--- config.mk ---
export PLATFORM = sky130hd
export DESIGN_NAME = triggered_ramp_generator_flat
export DESIGN_NICKNAME = d
export VERILOG_FILES = /design/src/sv/trg_pkg.sv /design/src/sv/trg_in_if.sv /design/src/sv/trg_out_if.sv /design/src/sv/trg_cfg_if.sv /design/src/sv/triggered_ramp_generator.sv /design/src/sv/trg_div.sv /design/src/flat_wrapper.sv
export VERILOG_INCLUDE_DIRS = /design/src /design/src/sv
export SDC_FILE = /design/constraint.sdc
export NUM_CORES = 1
export LEC_CHECK = 0
export BUFFER_PORTS_ARGS = -buffer_cell sky130_fd_sc_hd__buf_2
export CORE_MARGIN = 1
export CORE_UTILIZATION = 50
export CTS_CLUSTER_SIZE = 30
export DETAILED_ROUTE_END_ITERATION = 16
export GPL_TIMING_DRIVEN = 0
export PLACE_DENSITY_LB_ADDON = 0.08
export SLEW_MARGIN = 10
export SYNTH_ARGS = -nofsm -noshare
export SYNTH_HDL_FRONTEND = slang
export SYNTH_SLANG_ARGS = --single-unit
--- constraint.sdc ---
create_clock -name clk -period 6.6 [get_ports clk]
set_input_delay 0.33 -clock clk [delete_from_list [all_inputs] [get_ports clk]]
set_output_delay 0.33 -clock clk [all_outputs]
set_load 0.01 [all_outputs]
--- src/sv/assert_macros.svh ---
// Assertion macros shared by the ramp generator RTL.
`ifndef ASSERT_MACROS_SVH
`define ASSERT_MACROS_SVH
`ifndef SYNTHESIS
// Same-cycle implication, off during reset.
`define TRG_ASSERT(label, clk, rst_n, cond, prop, msg) \
    label: assert property (@(posedge clk) disable iff (!rst_n) (cond) |-> (prop)) \
    else $error(msg);
// Next-cycle implication, off during reset.
`define TRG_ASSERT_NEXT(label, clk, rst_n, cond, prop, msg) \
    label: assert property (@(posedge clk) disable iff (!rst_n) (cond) |=> (prop)) \
    else $error(msg);
`else
`define TRG_ASSERT(label, clk, rst_n, cond, prop, msg)
`define TRG_ASSERT_NEXT(label, clk, rst_n, cond, prop, msg)
`endif
`endif

--- src/sv/trg_pkg.sv ---
// Types and constants of the triggered ramp generator.
package trg_pkg;

    localparam int MV_BITS       = 15;
    localparam int BASE_BITS     = 34;
    localparam int GAIN_BITS     = 21;
    localparam int PERIOD_BITS   = 20;
    localparam int DUR_BITS      = 34;
    localparam int ACC_BITS      = 38;
    localparam int MUL_STEPS     = MV_BITS;
    localparam int CFG_IDX_BITS  = 2;
    localparam int CFG_DATA_BITS = 34;

    localparam logic [DUR_BITS-1:0]       MAX_DUR_NS   = 34'd10000000000;
    localparam logic signed [MV_BITS-1:0] TRIG_HIGH_MV = 15'sd2000;
    localparam logic signed [MV_BITS-1:0] TRIG_LOW_MV  = 15'sd100;

    localparam logic [BASE_BITS-1:0]   BASE_RESET   = 34'd5000000000;
    localparam logic [PERIOD_BITS-1:0] PERIOD_RESET = 20'd20833;

    typedef enum logic [CFG_IDX_BITS-1:0] {
        REG_BASE   = 2'd0,
        REG_GAIN   = 2'd1,
        REG_PERIOD = 2'd2
    } cfg_reg_t;

    typedef struct packed {
        logic start;
    } div_ctl_t;

    typedef struct packed {
        logic busy;
        logic done;
    } div_stat_t;

endpackage

--- src/sv/trg_in_if.sv ---
// Input item channel: trigger and control voltages.
interface trg_in_if import trg_pkg::*; ();
    logic                      valid;
    logic                      ready;
    logic signed [MV_BITS-1:0] trig_mv;
    logic signed [MV_BITS-1:0] cv_mv;

    modport source (output valid, trig_mv, cv_mv, input ready);
    modport sink (input valid, trig_mv, cv_mv, output ready);
endinterface

--- src/sv/trg_out_if.sv ---
// Result item channel: ramp level and gate.
interface trg_out_if #(
    parameter int RAMP_BITS = 16
) ();
    logic                 valid;
    logic                 ready;
    logic [RAMP_BITS-1:0] ramp_level;
    logic                 gate;

    modport source (output valid, ramp_level, gate, input ready);
    modport sink (input valid, ramp_level, gate, output ready);
endinterface

--- src/sv/trg_cfg_if.sv ---
// Register write channel.
interface trg_cfg_if import trg_pkg::*; ();
    logic                     valid;
    logic                     ready;
    logic [CFG_IDX_BITS-1:0]  index;
    logic [CFG_DATA_BITS-1:0] data;

    modport source (output valid, index, data, input ready);
    modport sink (input valid, index, data, output ready);
endinterface

--- src/sv/triggered_ramp_generator.sv ---
// Triggered ramp generator: each item is accepted, then the shift-add product
// cv_mv * cv_gain_ns_per_mv sets the duration, the trigger, elapsed-time and gate are
// updated, and, while the gate is high, the bit-serial ramp divider is started and run;
// then the result is handed to the output register once that register is free. The
// result register frees the engine, so a new item is taken while the previous result
// waits. Register writes are taken in any cycle.
`include "assert_macros.svh"
module triggered_ramp_generator import trg_pkg::*; #(
    parameter int RAMP_BITS = 16,
    parameter int TIME_BITS = 40
) (
    input  logic       clk,
    input  logic       rst_n,
    trg_in_if.sink     sample,
    trg_out_if.source  result,
    trg_cfg_if.sink    cfg
);

    localparam int CNT_BITS = $clog2(MUL_STEPS);

    typedef enum logic [5:0] {
        S_IDLE  = 6'b000001,
        S_MUL   = 6'b000010,
        S_STEP  = 6'b000100,
        S_DIVST = 6'b001000,
        S_DIV   = 6'b010000,
        S_FIN   = 6'b100000
    } state_t;

    state_t                         state_reg, state_next;
    logic [BASE_BITS-1:0]           base_reg, base_next;
    logic signed [GAIN_BITS-1:0]    gain_reg, gain_next;
    logic [PERIOD_BITS-1:0]         period_reg, period_next;
    logic                           schmitt_reg, schmitt_next;
    logic                           edge_reg, edge_next;
    logic [TIME_BITS-1:0]           elapsed_reg, elapsed_next;
    logic                           active_reg, active_next;
    logic [CNT_BITS-1:0]            cnt_reg, cnt_next;
    logic [MV_BITS-1:0]             cv_reg, cv_next;
    logic signed [ACC_BITS-1:0]     acc_reg, acc_next;
    logic signed [ACC_BITS-1:0]     mcand_reg, mcand_next;
    logic [DUR_BITS-1:0]            dur_reg, dur_next;
    logic                           out_valid_reg, out_valid_next;
    logic [RAMP_BITS-1:0]           ramp_reg, ramp_next;
    logic                           gate_reg, gate_next;

    logic                           take;
    logic                           restart;
    logic [TIME_BITS-1:0]           time_start;
    logic [TIME_BITS:0]             time_sum;
    logic [TIME_BITS-1:0]           time_new;
    logic [DUR_BITS-1:0]            dur_clamped;
    div_ctl_t                       div_ctl;
    div_stat_t                      div_stat;
    logic [RAMP_BITS-1:0]           div_quot;

    assign take = sample.valid && sample.ready;

    // clamp the signed duration sum to 0..10 s
    always_comb
    begin
        priority if (acc_reg[ACC_BITS-1])
        begin
            dur_clamped = '0;
        end
        else if (acc_reg[ACC_BITS-2:0] > (ACC_BITS-1)'(MAX_DUR_NS))
        begin
            dur_clamped = MAX_DUR_NS;
        end
        else
        begin
            dur_clamped = acc_reg[DUR_BITS-1:0];
        end
    end

    assign restart    = edge_reg && (dur_clamped != '0);
    assign time_start = restart ? '0 : elapsed_reg;
    assign time_sum   = {1'b0, time_start} + (TIME_BITS+1)'(period_reg);
    assign time_new   = time_sum[TIME_BITS] ? '1 : time_sum[TIME_BITS-1:0];

    always_comb
    begin
        state_next     = state_reg;
        schmitt_next   = schmitt_reg;
        edge_next      = edge_reg;
        elapsed_next   = elapsed_reg;
        active_next    = active_reg;
        cnt_next       = cnt_reg;
        cv_next        = cv_reg;
        acc_next       = acc_reg;
        mcand_next     = mcand_reg;
        dur_next       = dur_reg;
        out_valid_next = out_valid_reg;
        ramp_next      = ramp_reg;
        gate_next      = gate_reg;
        div_ctl.start  = 1'b0;

        if (out_valid_reg && result.ready)
        begin
            out_valid_next = 1'b0;
        end

        unique case (state_reg)
            S_IDLE:
            begin
                if (take)
                begin
                    edge_next = 1'b0;
                    if (schmitt_reg)
                    begin
                        if (sample.trig_mv <= TRIG_LOW_MV)
                        begin
                            schmitt_next = 1'b0;
                        end
                    end
                    else if (sample.trig_mv >= TRIG_HIGH_MV)
                    begin
                        schmitt_next = 1'b1;
                        edge_next    = 1'b1;
                    end
                    cv_next    = sample.cv_mv;
                    acc_next   = ACC_BITS'(base_reg);
                    mcand_next = ACC_BITS'(gain_reg);
                    cnt_next   = '0;
                    state_next = S_MUL;
                end
            end
            S_MUL:
            begin
                // top bit of the control voltage carries negative weight
                if (cv_reg[0])
                begin
                    acc_next = (cnt_reg == CNT_BITS'(MUL_STEPS - 1)) ? acc_reg - mcand_reg
                                                                      : acc_reg + mcand_reg;
                end
                mcand_next = mcand_reg <<< 1;
                cv_next    = cv_reg >> 1;
                cnt_next   = cnt_reg + 1'b1;
                if (cnt_reg == CNT_BITS'(MUL_STEPS - 1))
                begin
                    state_next = S_STEP;
                end
            end
            S_STEP:
            begin
                dur_next     = dur_clamped;
                elapsed_next = time_new;
                active_next  = (active_reg || restart)
                               && (time_new < TIME_BITS'(dur_clamped));
                state_next   = (active_next) ? S_DIVST : S_FIN;
            end
            S_DIVST:
            begin
                div_ctl.start = 1'b1;
                state_next    = S_DIV;
            end
            S_DIV:
            begin
                if (div_stat.done)
                begin
                    state_next = S_FIN;
                end
            end
            S_FIN:
            begin
                if (!out_valid_reg || result.ready)
                begin
                    out_valid_next = 1'b1;
                    gate_next      = active_reg;
                    ramp_next      = active_reg ? div_quot : '0;
                    state_next     = S_IDLE;
                end
            end
            default:
            begin
                state_next = S_IDLE;
            end
        endcase
    end

    always_comb
    begin
        base_next   = base_reg;
        gain_next   = gain_reg;
        period_next = period_reg;
        if (cfg.valid && cfg.ready)
        begin
            unique case (cfg.index)
                REG_BASE:   base_next   = cfg.data[BASE_BITS-1:0];
                REG_GAIN:   gain_next   = cfg.data[GAIN_BITS-1:0];
                REG_PERIOD: period_next = cfg.data[PERIOD_BITS-1:0];
                default:    ;
            endcase
        end
    end

    always_ff @(posedge clk or negedge rst_n)
    begin
        if (!rst_n)
        begin
            state_reg     <= S_IDLE;
            base_reg      <= BASE_RESET;
            gain_reg      <= '0;
            period_reg    <= PERIOD_RESET;
            schmitt_reg   <= 1'b0;
            edge_reg      <= 1'b0;
            elapsed_reg   <= '0;
            active_reg    <= 1'b0;
            cnt_reg       <= '0;
            out_valid_reg <= 1'b0;
        end
        else
        begin
            state_reg     <= state_next;
            base_reg      <= base_next;
            gain_reg      <= gain_next;
            period_reg    <= period_next;
            schmitt_reg   <= schmitt_next;
            edge_reg      <= edge_next;
            elapsed_reg   <= elapsed_next;
            active_reg    <= active_next;
            cnt_reg       <= cnt_next;
            out_valid_reg <= out_valid_next;
        end
    end

    always_ff @(posedge clk)
    begin
        cv_reg    <= cv_next;
        acc_reg   <= acc_next;
        mcand_reg <= mcand_next;
        dur_reg   <= dur_next;
        ramp_reg  <= ramp_next;
        gate_reg  <= gate_next;
    end

    trg_div #(
        .RAMP_BITS (RAMP_BITS)
    ) u_div (
        .clk     (clk),
        .rst_n   (rst_n),
        .ctl     (div_ctl),
        .elapsed (elapsed_reg[DUR_BITS-1:0]),
        .den     (dur_reg),
        .stat    (div_stat),
        .quot    (div_quot)
    );

    assign sample.ready      = (state_reg == S_IDLE);
    assign cfg.ready         = 1'b1;
    assign result.valid      = out_valid_reg;
    assign result.ramp_level = ramp_reg;
    assign result.gate       = gate_reg;

    `TRG_ASSERT_NEXT(a_take_starts_mul, clk, rst_n, take, state_reg == S_MUL,
        "accepted item did not start the product")
    `TRG_ASSERT(a_active_below_dur, clk, rst_n, (state_reg == S_FIN) && active_reg,
        elapsed_reg < TIME_BITS'(dur_reg), "active pulse past its duration")
    `TRG_ASSERT(a_gate_low_ramp_zero, clk, rst_n, out_valid_reg && !gate_reg,
        ramp_reg == '0, "ramp nonzero with gate low")
    `TRG_ASSERT(a_div_only_in_div, clk, rst_n, div_stat.busy,
        (state_reg == S_DIV), "divider busy outside the divide phase")

endmodule

--- src/sv/trg_div.sv ---
// Bit-serial restoring divider for the ramp ratio elapsed * (2^R - 1) / duration.
`include "assert_macros.svh"
module trg_div import trg_pkg::*; #(
    parameter int RAMP_BITS = 16
) (
    input  logic                  clk,
    input  logic                  rst_n,
    input  div_ctl_t              ctl,
    input  logic [DUR_BITS-1:0]   elapsed,
    input  logic [DUR_BITS-1:0]   den,
    output div_stat_t             stat,
    output logic [RAMP_BITS-1:0]  quot
);

    localparam int NUM_BITS = DUR_BITS + RAMP_BITS;
    localparam int CNT_BITS = $clog2(RAMP_BITS);

    logic                 busy_reg, busy_next;
    logic [CNT_BITS-1:0]  cnt_reg, cnt_next;
    logic [DUR_BITS-1:0]  rem_reg, rem_next;
    logic [DUR_BITS-1:0]  den_reg, den_next;
    logic [RAMP_BITS-1:0] low_reg, low_next;
    logic [RAMP_BITS-1:0] q_reg, q_next;

    logic [NUM_BITS-1:0]  num;
    logic [DUR_BITS:0]    trial;
    logic [DUR_BITS:0]    diff;
    logic                 fits;

    assign num   = {elapsed, {RAMP_BITS{1'b0}}} - NUM_BITS'(elapsed);
    assign trial = {rem_reg, low_reg[RAMP_BITS-1]};
    assign diff  = trial - {1'b0, den_reg};
    assign fits  = (trial >= {1'b0, den_reg});

    always_comb
    begin
        busy_next = busy_reg;
        cnt_next  = cnt_reg;
        rem_next  = rem_reg;
        den_next  = den_reg;
        low_next  = low_reg;
        q_next    = q_reg;
        if (ctl.start)
        begin
            // the top part of the numerator is already below the divisor
            busy_next = 1'b1;
            cnt_next  = CNT_BITS'(RAMP_BITS - 1);
            rem_next  = num[NUM_BITS-1:RAMP_BITS];
            low_next  = num[RAMP_BITS-1:0];
            den_next  = den;
        end
        else if (busy_reg)
        begin
            rem_next = fits ? diff[DUR_BITS-1:0] : trial[DUR_BITS-1:0];
            low_next = {low_reg[RAMP_BITS-2:0], 1'b0};
            q_next   = {q_reg[RAMP_BITS-2:0], fits};
            cnt_next = cnt_reg - 1'b1;
            if (cnt_reg == '0)
            begin
                busy_next = 1'b0;
            end
        end
    end

    always_ff @(posedge clk or negedge rst_n)
    begin
        if (!rst_n)
        begin
            busy_reg <= 1'b0;
            cnt_reg  <= '0;
        end
        else
        begin
            busy_reg <= busy_next;
            cnt_reg  <= cnt_next;
        end
    end

    always_ff @(posedge clk)
    begin
        rem_reg <= rem_next;
        den_reg <= den_next;
        low_reg <= low_next;
        q_reg   <= q_next;
    end

    assign stat.busy = busy_reg;
    assign stat.done = busy_reg && (cnt_reg == '0);
    assign quot      = q_reg;

    `TRG_ASSERT_NEXT(a_div_start_busy, clk, rst_n, ctl.start, busy_reg,
        "divider did not start")
    `TRG_ASSERT(a_div_rem_below_den, clk, rst_n, busy_reg, rem_reg < den_reg,
        "partial remainder not below divisor")
    `TRG_ASSERT_NEXT(a_div_done_idle, clk, rst_n, stat.done && !ctl.start, !busy_reg,
        "divider still busy after last step")

endmodule

--- src/flat_wrapper.sv ---
// flat-port wrapper written by rule: the top's interface ports become plain ports
module triggered_ramp_generator_flat import trg_pkg::*;
#(
    parameter int RAMP_BITS = 16,
    parameter int TIME_BITS = 40
)
  (clk, rst_n, sample_valid, sample_trig_mv, sample_cv_mv, sample_ready, result_valid, result_ramp_level, result_gate, result_ready, cfg_valid, cfg_index, cfg_data, cfg_ready);
  trg_in_if sample_i ();
  trg_out_if #(.RAMP_BITS(RAMP_BITS)) result_i ();
  trg_cfg_if cfg_i ();
  input  logic clk;
  input  logic rst_n;
  input wire logic [$bits(sample_i.valid)-1:0] sample_valid;
  input wire logic [$bits(sample_i.trig_mv)-1:0] sample_trig_mv;
  input wire logic [$bits(sample_i.cv_mv)-1:0] sample_cv_mv;
  output wire logic [$bits(sample_i.ready)-1:0] sample_ready;
  output wire logic [$bits(result_i.valid)-1:0] result_valid;
  output wire logic [$bits(result_i.ramp_level)-1:0] result_ramp_level;
  output wire logic [$bits(result_i.gate)-1:0] result_gate;
  input wire logic [$bits(result_i.ready)-1:0] result_ready;
  input wire logic [$bits(cfg_i.valid)-1:0] cfg_valid;
  input wire logic [$bits(cfg_i.index)-1:0] cfg_index;
  input wire logic [$bits(cfg_i.data)-1:0] cfg_data;
  output wire logic [$bits(cfg_i.ready)-1:0] cfg_ready;
  assign sample_i.valid = sample_valid;
  assign sample_i.trig_mv = sample_trig_mv;
  assign sample_i.cv_mv = sample_cv_mv;
  assign sample_ready = sample_i.ready;
  assign result_valid = result_i.valid;
  assign result_ramp_level = result_i.ramp_level;
  assign result_gate = result_i.gate;
  assign result_i.ready = result_ready;
  assign cfg_i.valid = cfg_valid;
  assign cfg_i.index = cfg_index;
  assign cfg_i.data = cfg_data;
  assign cfg_ready = cfg_i.ready;
  triggered_ramp_generator #(.RAMP_BITS(RAMP_BITS), .TIME_BITS(TIME_BITS)) u_core (.clk(clk), .rst_n(rst_n), .sample(sample_i), .result(result_i), .cfg(cfg_i));
endmodule
==> reports/results.txt, run 1 <==
Result of the run: finished, final reports clean
Terminus of the critical flop-to-flop path: u_core.active_reg$_DFFE_PN0N_
Global-route wire length before repair: 100 mm
Setup slack at placement: -2.36 ns
CTS tree: yes
Slowest Stage Delay on Critical Path: 0.58 ns
Final setup viols: 0
Cell Int Power: 7390 uW
Placer congestion estimate: 0.939
Net count after synthesis: 2557
Mean area per synthesized cell: 9.98 um^2
Arrival time reported for the critical path endpoint: 6.97 ns
Area of the die: 0.0475 mm^2
Final nets: 2768
Detailed-route via count: 18500
Share of final-layout standard cells stronger than drive strength 1: 17.2%
Switching part of the total power: 41.9%
Largest net degree at the start of global routing: 89
Core occupancy in the finished layout: 59.6%
Cells taking the most area after synthesis: sky130_fd_sc_hd__edfxtp_1 (31%), sky130_fd_sc_hd__dfrtp_1 (12%), sky130_fd_sc_hd__ha_1 (7.9%)
Largest voltage drop on the vdd net: 240 uV
Maximum fanout along the worst path: 5
Power density relative to cell area: 467 mW/mm^2
R2r setup slk: 0.1 ns
Unrepaired setup endpoints after global routing: yes
Setup slack of the critical path after layout: 0.0959 ns
First-pass detailed-route iteration total: 5
Distinct cell type count of the synthesized netlist: 94
Worst clock skew on the final layout: 0.0246 ns
Met1 track demand over resource: 36.0%
Fill count: 3980
Highest-delay cell along the critical path: sky130_fd_sc_hd__or4_4
Slew Limit Fails: 0
Worst hold slack: 0.0239 ns
CP Class: register to register
Later-pin clock latency in the skew report: 0.58 ns
Reg2reg start: u_core.acc_reg[24]$_DFFE_PP_
Clock sinks: 376
Combined area of all synthesized cells: 0.0233 mm^2
Aggregate global routing overflow: 0
Remaining routing DRC violations: 0
Wirelength, routed: 64.8 mm
Effective utilization at floorplan: 51.1%
Antenna violations before repair: 1
Count of port buffers added during placement: 89
Number of top-level design ports: 91
Register-to-Register Path Depth: 29
Area of the multi-input gates: 0.0122 mm^2
Rows: 78
Clock Root Buffer: sky130_fd_sc_hd__clkbuf_16
Horizontal die dimension: 218 um
Total core area: 0.0457 mm^2
Number of enable flip-flop cells after synthesis: 242
Number of DRC markers in iteration 0: 1174
GRT Resource Usage Total: 27.4%
Worst hold path class: input port to register
Hold violation count in the final report: 0
Share of total power in sequential cells: 30.6%
Most used flip-flop cell after synthesis: sky130_fd_sc_hd__edfxtp_1
Start point of the critical path: u_core.acc_reg[24]$_DFFE_PP_
Data required time of the worst path: 7.06 ns
FF/Latch Area: 0.0106 mm^2
Pleak: 0.0114 uW
Switching power: 5320 uW
Fraction of power consumed by combinational cells: 50.3%
Dominant cell type by area after synthesis: sky130_fd_sc_hd__edfxtp_1
Relative slew slack: 41.4%
Fin crit period: 6.50 ns
Cell area after layout: 0.0272 mm^2
Proportion of synthesized flip-flops having asynchronous set or reset: 35.6%
Post-DP HPWL: 49.5 mm
Number of storage elements in the synthesis netlist: 376
Area delta synth->final: 16.6%
Deepest clock path buffer count: 3
Number of diodes: 0
Vertical die dimension: 218 um
DRT antenna net count: 0
Final worst-path cycle share: 98.5%
GRT busiest layer: met2
Transition at the pin with the smallest max-transition slack: 0.879 ns
Met2 usage: 45.7%
H-Tree Depth: 2
Clock-pin transition on the worst setup and hold timing paths: 0.06 ns
Count of maximum capacitance violations: 0
Power share of the clock group: 19.1%
Area after detailed placement: 0.0247 mm^2
Worst Setup EP: u_core.active_reg$_DFFE_PN0N_
Global routing usage on met3: 2.87%
Number of buffers created by CTS: 43
Routed len/inst: 20.4 um
Vias in the first global route: 18200
Via density: 5.80
Yosys warning total: 0
Type of element capturing the critical path: register
Startpoint kind of the worst setup timing path: register
Yosys top cell area share: 31.2%
Peak Freq: 154 MHz
Seq/Total Area, Yosys: 45.6%
Largest register FFs: 40
Aggregate negative setup slack: 0 ns
Syn Inst Count: 2336
## worst max-delay path, delay by kind of cell (launching register included)
kind / cells / cell delay, ns
AOI/OAI and AO/OA: 12 / 2.64
xor gates and xnor gates: 1 / 0.12
adders and majority gates: 2 / 0.37
buffers and inverters: 5 / 0.83
DFF: 1 / 0.46
and+or+nand+nor: 9 / 1.95
## Yosys cell counts, drive strengths merged, types with 8 or more instances
cell type and n:
or3 15, a31oi 46, nand4 23, ha 147, or2 18, and2 44
xnor2 102, nor2b 13, a211oi 37, o21bai 13, a31o 8, a21oi 140
a21o 78, dfstp 18, dfrtp 116, o211ai 12, nor3b 9, nand2b 24
clkbuf 72, inv 130, o31ai 15, nor4 24, nand3b 13, nand3 31
o21ai 157, and3 19, nand2 289, or4 8, nor3 54, xor2 77
mux2 76, nor2 142, edfxtp 242, and4 8, o21a 18, buf 21
## power by group through the flow
stage	clock, uW	sequential [uW]	combinational [uW]
after detailed placement	0	3900	5870
after floorplan	0	3680	4450
final	2430	3880	6400
after CTS	2480	3860	6140
after global placement	0	3910	5680
after global routing	2570	3940	7060
## placed cells by master (no fill, tap or decap), types with 30 or more instances in the layout
cell type	instances
sky130_fd_sc_hd__o21ai_0	140
sky130_fd_sc_hd__clkbuf_1	69
sky130_fd_sc_hd__and2_1	41
sky130_fd_sc_hd__a21oi_1	133
sky130_fd_sc_hd__nor3_1	42
sky130_fd_sc_hd__ha_1	142
sky130_fd_sc_hd__dfrtp_1	116
sky130_fd_sc_hd__xor2_1	77
sky130_fd_sc_hd__buf_4	49
sky130_fd_sc_hd__inv_1	129
sky130_fd_sc_hd__mux2_2	75
sky130_fd_sc_hd__buf_2	95
sky130_fd_sc_hd__dlygate4sd3_1	30
sky130_fd_sc_hd__a21o_1	78
sky130_fd_sc_hd__a31oi_1	45
sky130_fd_sc_hd__xnor2_1	99
sky130_fd_sc_hd__nand2_1	283
sky130_fd_sc_hd__a211oi_1	32
sky130_fd_sc_hd__nor2_1	137
sky130_fd_sc_hd__nand3_1	30
sky130_fd_sc_hd__edfxtp_1	242
sky130_fd_sc_hd__clkbuf_16	45
## stage by stage
step                      total power (uW)  instances
after floorplan                       8130       2336
after global placement                9590       3025
after detailed placement              9770       3033
after CTS                            12500       3161
after global routing                 13600       3182
final                                12700       3182
## metal layers
| metal | share of wire (%) | up-vias |
|---|---|---|
| met5 | 0 | - |
| met4 | 4.2 | 0 |
| met3 | 4.6 | 139 |
| met2 | 47 | 501 |
| met1 | 44 | 8908 |
| li1 | - | 8915 |
## cell type report
cell class | count | share of cell area [%]
plain buffers | 91 | 1.63
repair buffers | 168 | 4.57
inverters | 131 | 1.81
flip-flops and latches | 376 | 39.1
clock buffers | 58 | 4.46
multi-input cells | 1736 | 44.8
clock inverters | 22 | 0.860
well taps | 600 | 2.76
## timing repair
| action | in CTS | in global routing |
|---|---|---|
| setup buffers | 19 | 21 |
| endpoints found under the hold margin | 76 | 0 |
| setup endpoints to repair | 3 | 3 |
| hold buffers | 30 | 0 |
| resized for setup | 54 | 52 |
| pin swaps | 15 | 33 |
| gates cloned | 0 | 1 |
## cell families after synthesis
| family | after synthesis | share of synthesized area [%] |
|---|---|---|
| buf+inv | 224 | 3.77 |
| mux | 81 | 3.88 |
| xor+xnor | 179 | 6.72 |
| simple gates | 742 | 15.6 |
| fa+ha+maj | 150 | 8.14 |
| compound gates | 583 | 16.3 |
| other cells | 1 | 0.0161 |
| flops | 376 | 45.6 |
## worst min-delay path by stage
stage                                       from                            endpoint  slack, ns  cells past startpoint
finish                              cfg_data[12]     u_core.gain_reg[12]$_DFFE_PN0P_       0.02                      2
global route                         cfg_data[1]    u_core.period_reg[1]$_DFFE_PN0P_       0.03                      2
CTS                                 cfg_data[12]     u_core.gain_reg[12]$_DFFE_PN0P_     0.0005                      2
detailed placement                         rst_n     u_core.base_reg[33]$_DFFE_PN0P_       0.26                      1
global placement    u_core.dur_reg[20]$_DFFE_PN_  u_core.u_div.den_reg[20]$_DFFE_PP_       0.40                      0
floorplan                                  rst_n       u_core.active_reg$_DFFE_PN0N_       0.03                      0
(Power assumes the default switching activity.)
==> inputs of run 2 (changes only) <==
--- a/config.mk
+++ b/config.mk
@@ -12,7 +12,7 @@
 export CTS_CLUSTER_SIZE = 30
 export DETAILED_ROUTE_END_ITERATION = 16
 export GPL_TIMING_DRIVEN = 0
-export PLACE_DENSITY_LB_ADDON = 0.08
+export PLACE_DENSITY_LB_ADDON = 0.25
 export SLEW_MARGIN = 10
 export SYNTH_ARGS = -nofsm -noshare
 export SYNTH_HDL_FRONTEND = slang
==> reports/results.txt, run 2 (synthesis results as in run 1) <==
Result of the run: finished, final reports clean
Routed len/inst: 20.3 um
Clock Root Buffer: sky130_fd_sc_hd__clkbuf_16
Clock sinks: 376
Later-pin clock latency in the skew report: 0.57 ns
Placer congestion estimate: 0.943
Detailed-route via count: 18500
Clock-pin transition on the worst setup and hold timing paths: 0.06 ns
Commonest cells after routing, fill and taps aside: sky130_fd_sc_hd__nand2_1 (283), sky130_fd_sc_hd__edfxtp_1 (242), sky130_fd_sc_hd__o21ai_0 (143)
DRT antenna net count: 0
Vias in the first global route: 18200
Highest-delay cell along the critical path: sky130_fd_sc_hd__edfxtp_1
Hold violation count in the final report: 0
Largest register FFs: 40
CTS tree: yes
GRT Resource Usage Total: 27.1%
Type of element capturing the critical path: register
Startpoint kind of the worst setup timing path: register
Cell Int Power: 7410 uW
Data required time of the worst path: 7.11 ns
Horizontal die dimension: 218 um
Wirelength, routed: 64.0 mm
Share of total power in sequential cells: 30.4%
Aggregate global routing overflow: 0
Aggregate negative setup slack: 0 ns
Relative slew slack: 40.0%
Area delta synth->final: 15.5%
Total chip power: 12800 uW
Setup slack of the critical path after layout: 0.199 ns
Core occupancy in the finished layout: 59.0%
Total core area: 0.0457 mm^2
Remaining routing DRC violations: 0
Worst clock skew on the final layout: 0.0210 ns
Largest voltage drop on the vdd net: 321 uV
Switching part of the total power: 42.0%
Deepest clock path buffer count: 3
Slew Limit Fails: 0
Placed Instances: 3032
Area of the die: 0.0475 mm^2
Worst hold path class: input port to register
Pleak: 0.0113 uW
Transition at the pin with the smallest max-transition slack: 0.892 ns
Final worst-path cycle share: 97.0%
Non-filler instance count after layout: 3158
Arrival time reported for the critical path endpoint: 6.91 ns
Share of final-layout standard cells stronger than drive strength 1: 16.7%
Post-DP HPWL: 48.8 mm
Peak Freq: 156 MHz
H-Tree Depth: 2
Count of maximum capacitance violations: 0
Number of DRC markers in iteration 0: 1354
Slowest Stage Delay on Critical Path: 0.46 ns
Maximum fanout along the worst path: 6
Number of buffers created by CTS: 40
Final setup viols: 0
Antenna violations before repair: 0
Power density relative to cell area: 475 mW/mm^2
Setup slack at placement: -2.35 ns
Fin crit period: 6.40 ns
Via density: 5.85
Switching power: 5370 uW
CP Class: register to register
Effective utilization at floorplan: 51.1%
Largest net degree at the start of global routing: 74
Most common library cell in the layout ignoring fill and taps: sky130_fd_sc_hd__nand2_1
Power share of the clock group: 18.9%
Number of diodes: 0
First-pass detailed-route iteration total: 6
Rows: 78
Number of top-level design ports: 91
Final nets: 2748
Fraction of power consumed by combinational cells: 50.7%
Vertical die dimension: 218 um
Global-route wire length before repair: 99.9 mm
Count of port buffers added during placement: 89
run 2: cell types whose count changed in the layout (fill, tap and decap cells not counted), moves of 4 or more:
cell                            change
sky130_fd_sc_hd__clkinv_2           -4
sky130_fd_sc_hd__clkbuf_1           -4
sky130_fd_sc_hd__buf_4              -4
sky130_fd_sc_hd__clkbuf_16          -5
sky130_fd_sc_hd__dlygate4sd3_1     -14
sky130_fd_sc_hd__bufinv_16          +4
sky130_fd_sc_hd__clkinv_1           +4
run 2: worst max-delay path, delay by kind of cell (launching register included):
kind / cells / cell delay, ns
AO/OA/AOI/OAI: 11 / 2.20
XOR/XNOR: 1 / 0.27
adder cells (fa/ha/maj): 2 / 0.45
buffers and inverters: 6 / 1.00
flip-flops: 1 / 0.46
AND/OR/NAND/NOR: 11 / 1.95
run 2: routing by layer:
metal  wire length [um]  GRT usage (%)
met1              27500           35.4
met2              30300           45.4
met3               3310           3.11
met4               2810           11.9
met5                  0              0
run 2: repair_timing:
action,CTS,global route
endpoints found under the hold margin,71,0
endpoints found under the setup margin,3,3
hold buffers,16,0
gates cloned,0,0
resized for setup,55,45
pin swaps,15,30
buffers inserted,18,20
run 2: layout make-up:
class                      count  area [um^2]
multi-input combinational   1736        12100
buffer                        92          468
clock buffer                  45         1030
clock inverter                28          365
tap                          600          751
fill                        3851        18700
inverter                     131          492
timing repair buffer         150         1040
sequential                   376        10600
run 2: through the flow:
step	area, um^2	hold WS (ns)
floorplan	23300	0.0344
global placement	24500	0.401
detailed placement	24700	0.356
CTS	26600	0.00259
global route	26900	0.0280
finish	26900	0.0211
run 2: power by group through the flow:
| stage | logic [uW] | registers, uW | clock network (uW) |
|---|---|---|---|
| finish | 6490 | 3880 | 2420 |
| floorplan | 4450 | 3680 | 0 |
| detailed placement | 5870 | 3900 | 0 |
| CTS | 6110 | 3860 | 2450 |
| global placement | 5650 | 3900 | 0 |
| global route | 7140 | 3940 | 2520 |
run 2: path summary, 6_finish.rpt:
kind | from | end | slack [ns] | cells past startpoint
min in group asynchronous | rst_n | u_core.base_reg[22]$_DFFE_PN0P_ | 0.32 | 2
max in group asynchronous | rst_n | u_core.period_reg[5]$_DFFE_PN1P_ | 5.45 | 3
setup / recovery | u_core.acc_reg[24]$_DFFE_PP_ | u_core.active_reg$_DFFE_PN0N_ | 0.20 | 31
hold reg to reg | u_core.dur_reg[18]$_DFFE_PN_ | u_core.u_div.den_reg[18]$_DFFE_PP_ | 0.42 | 0
setup reg to reg | u_core.acc_reg[24]$_DFFE_PP_ | u_core.active_reg$_DFFE_PN0N_ | 0.20 | 31
hold / removal | sample_cv_mv[12] | u_core.cv_reg[12]$_DFFE_PP_ | 0.02 | 3
